### src/rtl/dopq_pkg.sv
// Types, codes and key helper shared by the date-ordered priority queue.
package dopq_pkg;

    typedef enum logic [1:0] {
        FUNC_ENQ    = 2'd0,
        FUNC_DEQ    = 2'd1,
        FUNC_CANCEL = 2'd2,
        FUNC_QUERY  = 2'd3
    } func_t;

    typedef enum logic [1:0] {
        ST_OK       = 2'd0,
        ST_FULL     = 2'd1,
        ST_EMPTY    = 2'd2,
        ST_NO_MATCH = 2'd3
    } status_t;

    typedef enum logic [2:0] {
        S_IDLE,
        S_SCAN,
        S_PLACE,
        S_HREAD,
        S_HOUT
    } state_t;

    typedef struct packed {
        func_t       func;
        logic [15:0] group_tag;
        logic [7:0]  group_size;
        logic [3:0]  month_rank;
        logic [4:0]  day_of_month;
        logic [15:0] cost;
    } request_t;

    typedef struct packed {
        status_t     status;
        logic        head_valid;
        logic [15:0] head_tag;
        logic [7:0]  head_size;
        logic [3:0]  head_month;
        logic [4:0]  head_day;
        logic [15:0] head_cost;
        logic [4:0]  entry_count;
    } result_t;

    typedef struct packed {
        logic [15:0] tag;
        logic [7:0]  size;
        logic [3:0]  month;
        logic [4:0]  day;
        logic [15:0] cost;
    } entry_t;

    localparam int ENTRY_W = $bits(entry_t);
    localparam int KEY_W   = 17;

    // month, then day, then size; larger sorts later
    function automatic logic [KEY_W-1:0] key_of(entry_t e);
        return {e.month, e.day, e.size};
    endfunction

endpackage

### src/rtl/dopq_ram.sv
// Generic simple dual-port RAM with registered read.
module dopq_ram #(
    parameter int WIDTH = 8,
    parameter int DEPTH = 16
) (
    input  logic                     clk,
    input  logic                     wr_en,
    input  logic [$clog2(DEPTH)-1:0] wr_addr,
    input  logic [WIDTH-1:0]         wr_data,
    input  logic [$clog2(DEPTH)-1:0] rd_addr,
    output logic [WIDTH-1:0]         rd_data
);

    logic [WIDTH-1:0] mem [DEPTH];
    logic [WIDTH-1:0] rd_data_reg;

    always_ff @(posedge clk)
    begin
        if (wr_en)
        begin
            mem[wr_addr] <= wr_data;
        end
        rd_data_reg <= mem[rd_addr];
    end

    assign rd_data = rd_data_reg;

endmodule

### src/rtl/date_ordered_priority_queue_unit.sv
// Date-ordered priority queue: sorted entry RAM walked by a small sequencer.
// Query and error cases go straight to the head read (S_HREAD, then S_HOUT);
// enqueue, dequeue and cancel first walk the entry RAM in S_SCAN when entries must
// be scanned (one RAM entry per cycle); busy drops after done, so one request at a time.
// Reset clears the count and the sequencer; RAM contents are not cleared.
// One result per request, shown for one cycle; the receiver cannot stall.
module date_ordered_priority_queue_unit
    import dopq_pkg::*;
#(
    parameter int DEPTH = 16
) (
    input  logic     clk,
    input  logic     rst_n,
    input  logic     start,
    output logic     busy,
    input  request_t request,
    output logic     done,
    output result_t  result
);

    localparam int AW = $clog2(DEPTH);
    localparam int CW = $clog2(DEPTH + 1);

    state_t           state_reg,  state_next;
    request_t         req_reg,    req_next;
    logic [CW-1:0]    cnt_reg,    cnt_next;
    status_t          status_reg, status_next;
    logic             found_reg,  found_next;
    logic             iss_en_reg, iss_en_next;
    logic [AW-1:0]    iss_ptr_reg, iss_ptr_next;
    logic             pend_reg,   pend_next;
    logic [AW-1:0]    pidx_reg,   pidx_next;

    logic             wr_en;
    logic [AW-1:0]    wr_addr;
    logic [ENTRY_W-1:0] wr_data;
    logic [AW-1:0]    rd_addr;
    logic [ENTRY_W-1:0] rd_data;

    entry_t           item;
    entry_t           new_ent;
    entry_t           rd_ent;
    logic [AW-1:0]    cnt_last;
    logic             cnt_full;
    logic             match;
    logic [31:0]      cnt_ext;

    dopq_ram #(
        .WIDTH (ENTRY_W),
        .DEPTH (DEPTH)
    ) u_store (
        .clk     (clk),
        .wr_en   (wr_en),
        .wr_addr (wr_addr),
        .wr_data (wr_data),
        .rd_addr (rd_addr),
        .rd_data (rd_data)
    );

    assign item    = '{tag: req_reg.group_tag, size: req_reg.group_size,
                       month: req_reg.month_rank, day: req_reg.day_of_month,
                       cost: req_reg.cost};
    assign new_ent = '{tag: request.group_tag, size: request.group_size,
                       month: request.month_rank, day: request.day_of_month,
                       cost: request.cost};
    assign rd_ent   = entry_t'(rd_data);
    assign cnt_last = AW'(cnt_reg - 1'b1);
    assign cnt_full = (cnt_reg == CW'(DEPTH));
    assign match    = (rd_ent.tag == item.tag) && (rd_ent.month == item.month)
                      && (rd_ent.day == item.day);
    assign cnt_ext  = 32'(cnt_reg);

    always_ff @(posedge clk or negedge rst_n)
    begin
        if (!rst_n)
        begin
            state_reg  <= S_IDLE;
            cnt_reg    <= '0;
            iss_en_reg <= 1'b0;
            pend_reg   <= 1'b0;
            found_reg  <= 1'b0;
            status_reg <= ST_OK;
        end
        else
        begin
            state_reg  <= state_next;
            cnt_reg    <= cnt_next;
            iss_en_reg <= iss_en_next;
            pend_reg   <= pend_next;
            found_reg  <= found_next;
            status_reg <= status_next;
        end
    end

    always_ff @(posedge clk)
    begin
        req_reg     <= req_next;
        iss_ptr_reg <= iss_ptr_next;
        pidx_reg    <= pidx_next;
    end

    always_comb
    begin
        state_next   = state_reg;
        req_next     = req_reg;
        cnt_next     = cnt_reg;
        status_next  = status_reg;
        found_next   = found_reg;
        iss_en_next  = iss_en_reg;
        iss_ptr_next = iss_ptr_reg;
        pend_next    = 1'b0;
        pidx_next    = iss_ptr_reg;
        wr_en        = 1'b0;
        wr_addr      = '0;
        wr_data      = item;
        rd_addr      = iss_ptr_reg;
        done         = 1'b0;

        unique case (state_reg)
            S_IDLE:
            begin
                if (start)
                begin
                    req_next    = request;
                    status_next = ST_OK;
                    found_next  = 1'b0;
                    iss_en_next = 1'b0;
                    state_next  = S_HREAD;
                    unique case (request.func)
                        FUNC_ENQ:
                        begin
                            if (cnt_full)
                            begin
                                status_next = ST_FULL;
                            end
                            else if (cnt_reg == '0)
                            begin
                                wr_en    = 1'b1;
                                wr_addr  = '0;
                                wr_data  = new_ent;
                                cnt_next = CW'(cnt_reg + 1'b1);
                            end
                            else
                            begin
                                // walk backward from the tail
                                iss_en_next  = 1'b1;
                                iss_ptr_next = cnt_last;
                                state_next   = S_SCAN;
                            end
                        end
                        FUNC_DEQ:
                        begin
                            if (cnt_reg == '0)
                            begin
                                status_next = ST_EMPTY;
                            end
                            else if (cnt_reg == CW'(1))
                            begin
                                cnt_next = '0;
                            end
                            else
                            begin
                                // head counts as the removed entry
                                found_next   = 1'b1;
                                iss_en_next  = 1'b1;
                                iss_ptr_next = AW'(1);
                                state_next   = S_SCAN;
                            end
                        end
                        FUNC_CANCEL:
                        begin
                            if (cnt_reg == '0)
                            begin
                                status_next = ST_EMPTY;
                            end
                            else
                            begin
                                iss_en_next  = 1'b1;
                                iss_ptr_next = '0;
                                state_next   = S_SCAN;
                            end
                        end
                        FUNC_QUERY:
                        begin
                            if (cnt_reg == '0)
                            begin
                                status_next = ST_EMPTY;
                            end
                        end
                        default:
                        begin
                            state_next = S_HREAD;
                        end
                    endcase
                end
            end

            S_SCAN:
            begin
                pend_next = iss_en_reg;
                if (iss_en_reg)
                begin
                    if (req_reg.func == FUNC_ENQ)
                    begin
                        if (iss_ptr_reg == '0)
                        begin
                            iss_en_next = 1'b0;
                        end
                        else
                        begin
                            iss_ptr_next = AW'(iss_ptr_reg - 1'b1);
                        end
                    end
                    else
                    begin
                        if (iss_ptr_reg == cnt_last)
                        begin
                            iss_en_next = 1'b0;
                        end
                        else
                        begin
                            iss_ptr_next = AW'(iss_ptr_reg + 1'b1);
                        end
                    end
                end

                if (pend_reg)
                begin
                    if (req_reg.func == FUNC_ENQ)
                    begin
                        wr_en   = 1'b1;
                        wr_addr = AW'(pidx_reg + 1'b1);
                        if (key_of(rd_ent) > key_of(item))
                        begin
                            wr_data = rd_ent;
                            if (pidx_reg == '0)
                            begin
                                iss_en_next = 1'b0;
                                pend_next   = 1'b0;
                                state_next  = S_PLACE;
                            end
                        end
                        else
                        begin
                            wr_data     = item;
                            cnt_next    = CW'(cnt_reg + 1'b1);
                            iss_en_next = 1'b0;
                            pend_next   = 1'b0;
                            state_next  = S_HREAD;
                        end
                    end
                    else
                    begin
                        if (found_reg)
                        begin
                            wr_en   = 1'b1;
                            wr_addr = AW'(pidx_reg - 1'b1);
                            wr_data = rd_ent;
                        end
                        else if (match)
                        begin
                            found_next = 1'b1;
                        end
                        if (pidx_reg == cnt_last)
                        begin
                            if (found_reg || match)
                            begin
                                cnt_next = CW'(cnt_reg - 1'b1);
                            end
                            else
                            begin
                                status_next = ST_NO_MATCH;
                            end
                            iss_en_next = 1'b0;
                            pend_next   = 1'b0;
                            state_next  = S_HREAD;
                        end
                    end
                end
            end

            S_PLACE:
            begin
                wr_en      = 1'b1;
                wr_addr    = '0;
                wr_data    = item;
                cnt_next   = CW'(cnt_reg + 1'b1);
                state_next = S_HREAD;
            end

            S_HREAD:
            begin
                rd_addr    = '0;
                state_next = S_HOUT;
            end

            S_HOUT:
            begin
                done       = 1'b1;
                state_next = S_IDLE;
            end

            default:
            begin
                state_next = S_IDLE;
            end
        endcase
    end

    assign busy = (state_reg != S_IDLE);

    always_comb
    begin
        result             = '0;
        result.status      = status_reg;
        result.entry_count = cnt_ext[4:0];
        if (cnt_reg != '0)
        begin
            result.head_valid = 1'b1;
            result.head_tag   = rd_ent.tag;
            result.head_size  = rd_ent.size;
            result.head_month = rd_ent.month;
            result.head_day   = rd_ent.day;
            result.head_cost  = rd_ent.cost;
        end
    end

endmodule
### config.mk
export PLATFORM = sky130hd
export DESIGN_NAME = date_ordered_priority_queue_unit
export DESIGN_NICKNAME = d
export VERILOG_FILES = /design/src/rtl/dopq_pkg.sv /design/src/rtl/dopq_ram.sv /design/src/rtl/date_ordered_priority_queue_unit.sv
export SDC_FILE = /design/constraint.sdc
export NUM_CORES = 1
export LEC_CHECK = 0
export BUFFER_PORTS_ARGS = -buffer_cell sky130_fd_sc_hd__buf_2
export CAP_MARGIN = 20
export CORE_MARGIN = 2
export CORE_UTILIZATION = 52
export DETAILED_ROUTE_END_ITERATION = 10
export HOLD_SLACK_MARGIN = 0.03
export PLACE_DENSITY_LB_ADDON = 0.3
export SLEW_MARGIN = 10
export SYNTH_ARGS = -nofsm -noshare
export SYNTH_HDL_FRONTEND = slang
export SYNTH_SLANG_ARGS = --single-unit
### constraint.sdc
create_clock -name clk -period 7.2 [get_ports clk]
set_input_delay 1.44 -clock clk [delete_from_list [all_inputs] [get_ports clk]]
set_output_delay 1.44 -clock clk [all_outputs]
set_load 0.05 [all_outputs]
==> results.cfg <==
[logic_synthesis]
synth_common_cells = edfxtp_1, o21ai_0, a21oi_1
synth_area_per_cell_um2 = 15.3
synth-seq-cells = 905
syn_area_um2 = 37600
synth_area_leaders = edfxtp_1, mux2_2, mux4_2
ys_warn_count = 0
seq_area_frac_synth_pct = 70.8
async_reset_ff_share_pct = 1.44
synth_enable_flop_cells = 839
synth_top_area_share_pct = 67.1
synth_ff_type = edfxtp_1
yosysTopAreaCell = edfxtp_1
yosysMostFrequentCell = edfxtp_1
syn-instance-count = 2453
synth_cell_types = 65
syn-num-nets = 2537

[global_route]
grt_overflow = 0
antenna_found_initial = 1
grt_pass1_wl_um = 144000
grt_usage_pct = 26.1
grt_max_degree = 152
grt_pass1_vias = 22204

[sta]
whs_ns = 0.520
post-route-period-util_pct = 63.2
drv_slew = 0
rsz0062_at_grt = false
worst_slew_pin_slew_ns = 1.18
hold_viol_final = 0
setup_tns_ns = 0
max_freq_mhz = 220
setup_viol = 0
fin_worst_skew_ns = 0.0258
min_period_ns = 4.55
slew-limit-headroom_pct = 21.4

[die]
core_area_um2 = 71500
dieArea_um2 = 74400
initial_core_util_pct = 52.5
die_w_um = 273
rows = 98
ios = 113
die_h_um = 273

[pwr]
cellLeakagePower_nw = 14.3
power_density_nw_per_um2 = 249
ir_drop_uv = 224

[clock_tree]
cts_setup_buffers = 0
cts_max_level = 3
hold_buffers = 0
numCtsBuffers = 90
clockBufferDepth = 3
clk_pin_slew_ns = 0.06
clock_latency_ns = 0.65
cts_resized = 0
cts.sinks = 905
tritoncts = built
root_buffer = clkbuf_16

[final_layout]
antenna_cells = 0
drive_gt1_share_pct = 19.8
syn_to_final_growth_pct = 12.5
regArea_um2 = 26600
fill_cells = 5316
fin_nets = 2614
largest_register_ffs = 784
multiInputGateArea_um2 = 10300

[outcome]
run_status = complete, no violations

[routing]
drtIter0Drc = 2585
wl_um = 98300
drc_errors = 0
via_per_inst = 6.35
routedWlPerCell_um = 27.6
ant_nets = 0
num_vias = 22557
first_pass_iters = 5

[worst_setup_path]
worst_path_max_delay_cell = buf_4
cp.arrival_ns = 3.11
cp_data_required_time_ns = 5.76
crit_path_cell_trace = inv_1 -> ha_1 -> nor4b_4 -> buf_4 -> inv_1 -> buf_2
crit_buf_inv = 4
crit_top_cell = inv_1
cp_slowest_stage_delay_ns = 0.67
path_class = flip-flop to primary output
cp_max_fo = 54
crit_family = buffers and inverters
critPathCaptureType = primary output
crit_path_start = cnt_reg[0]
reg2reg_from = cnt_reg[0]
critPathLaunchType = flip-flop

[placement]
portBuffers = 112
place_hpwl_um = 47400
gp_congestion = 0.848

[min_path]
hp-class = flip-flop to flip-flop
min_from = status_reg[1]

[job]
cap_violations = 0
worst paths after layout:
| path | endpoint | slack (ns) | cells past startpoint |
|---|---|---|---|
| worst max-delay path | result[54] | 2.65 | 6 |
| min in group asynchronous | status_reg[1] | 0.69 | 1 |
| worst min-delay path | status_reg[1] | 0.52 | 1 |
| worst min register to register | status_reg[1] | 0.52 | 1 |
| worst max register to register | u_store.mem[4][21] | 2.91 | 9 |
| max in group asynchronous | pend_reg | 6.25 | 1 |
power breakdown:
| part | total (mW) | internal [mW] | switching [mW] | leakage [nW] |
|---|---|---|---|---|
| combinational | 0.0340 | 0.0134 | 0.0206 | 4.67 |
| clock | 4.84 | 2.86 | 1.98 | 1.49 |
| sequential | 5.66 | 5.66 | 0 | 8.15 |
cell families (layout without fill, tap and decap cells):
family	count (synthesis)	in the layout	share of synthesized area [%]
AOI/OAI and AO/OA	571	571	9.15
xor gates and xnor gates	32	32	0.746
adders and majority gates	30	30	1.02
buffers and inverters	201	353	2.21
DFF	905	905	70.8
muxes	299	299	10.1
and+or+nand+nor	415	415	5.99
worst reg2reg max path, delay by kind of cell, from the launching register on:
kind / cells / cell delay (ns)
buf+inv: 4 / 1.68
simple gates: 4 / 1.33
flops: 1 / 0.54
fa+ha+maj: 1 / 0.32
area by class of cell:
type | instances | share of cell area, %
Sequential cell | 905 | 62.9
Multi-Input combinational cell | 1347 | 24.5
Clock buffer | 117 | 5.67
Tap cell | 950 | 2.81
Timing Repair Buffer | 154 | 2.33
Clock inverter | 50 | 1.53
Inverter | 32 | 0.287
through the flow:
stage                     total power [mW]  worst slack (ns)  instance area [µm²]  instances  util, %
after floorplan                       5.78             0.116                37600       2453        -
after global placement                5.80              2.85                39200       3385     54.8
after detailed placement              5.81              2.96                39200       3387     54.8
after CTS                             10.6              2.66                42200       3554     59.1
after global routing                  10.8              2.50                42300       3555     59.1
final                                 10.5              2.65                42300       3555     59.1
per-layer routing:
layer | global-route usage, % | vias to the layer above | wire [µm]
li1 | - | 9692 | -
met1 | 36.9 | 11418 | 40100
met2 | 41.5 | 1231 | 46000
met3 | 4.45 | 214 | 8870
met4 | 8.83 | 2 | 3190
met5 | 0 | - | 13
cell usage in the layout, fill, tap and decap left out, drive strengths merged, types with 29 or more instances in the layout:
cell type  count
mux2i        101
mux2         148
o22ai         55
edfxtp       839
nor2          84
dfxtp         53
mux4          50
a221o         51
nand2         34
and3          53
and2         101
nor2b         48
inv           34
clkinv        33
buf          154
ha            29
o21ai        212
clkbuf       117
a211oi        56
a21oi        166
nand3         61
No activity file was read; power rests on OpenSTA's default activity.
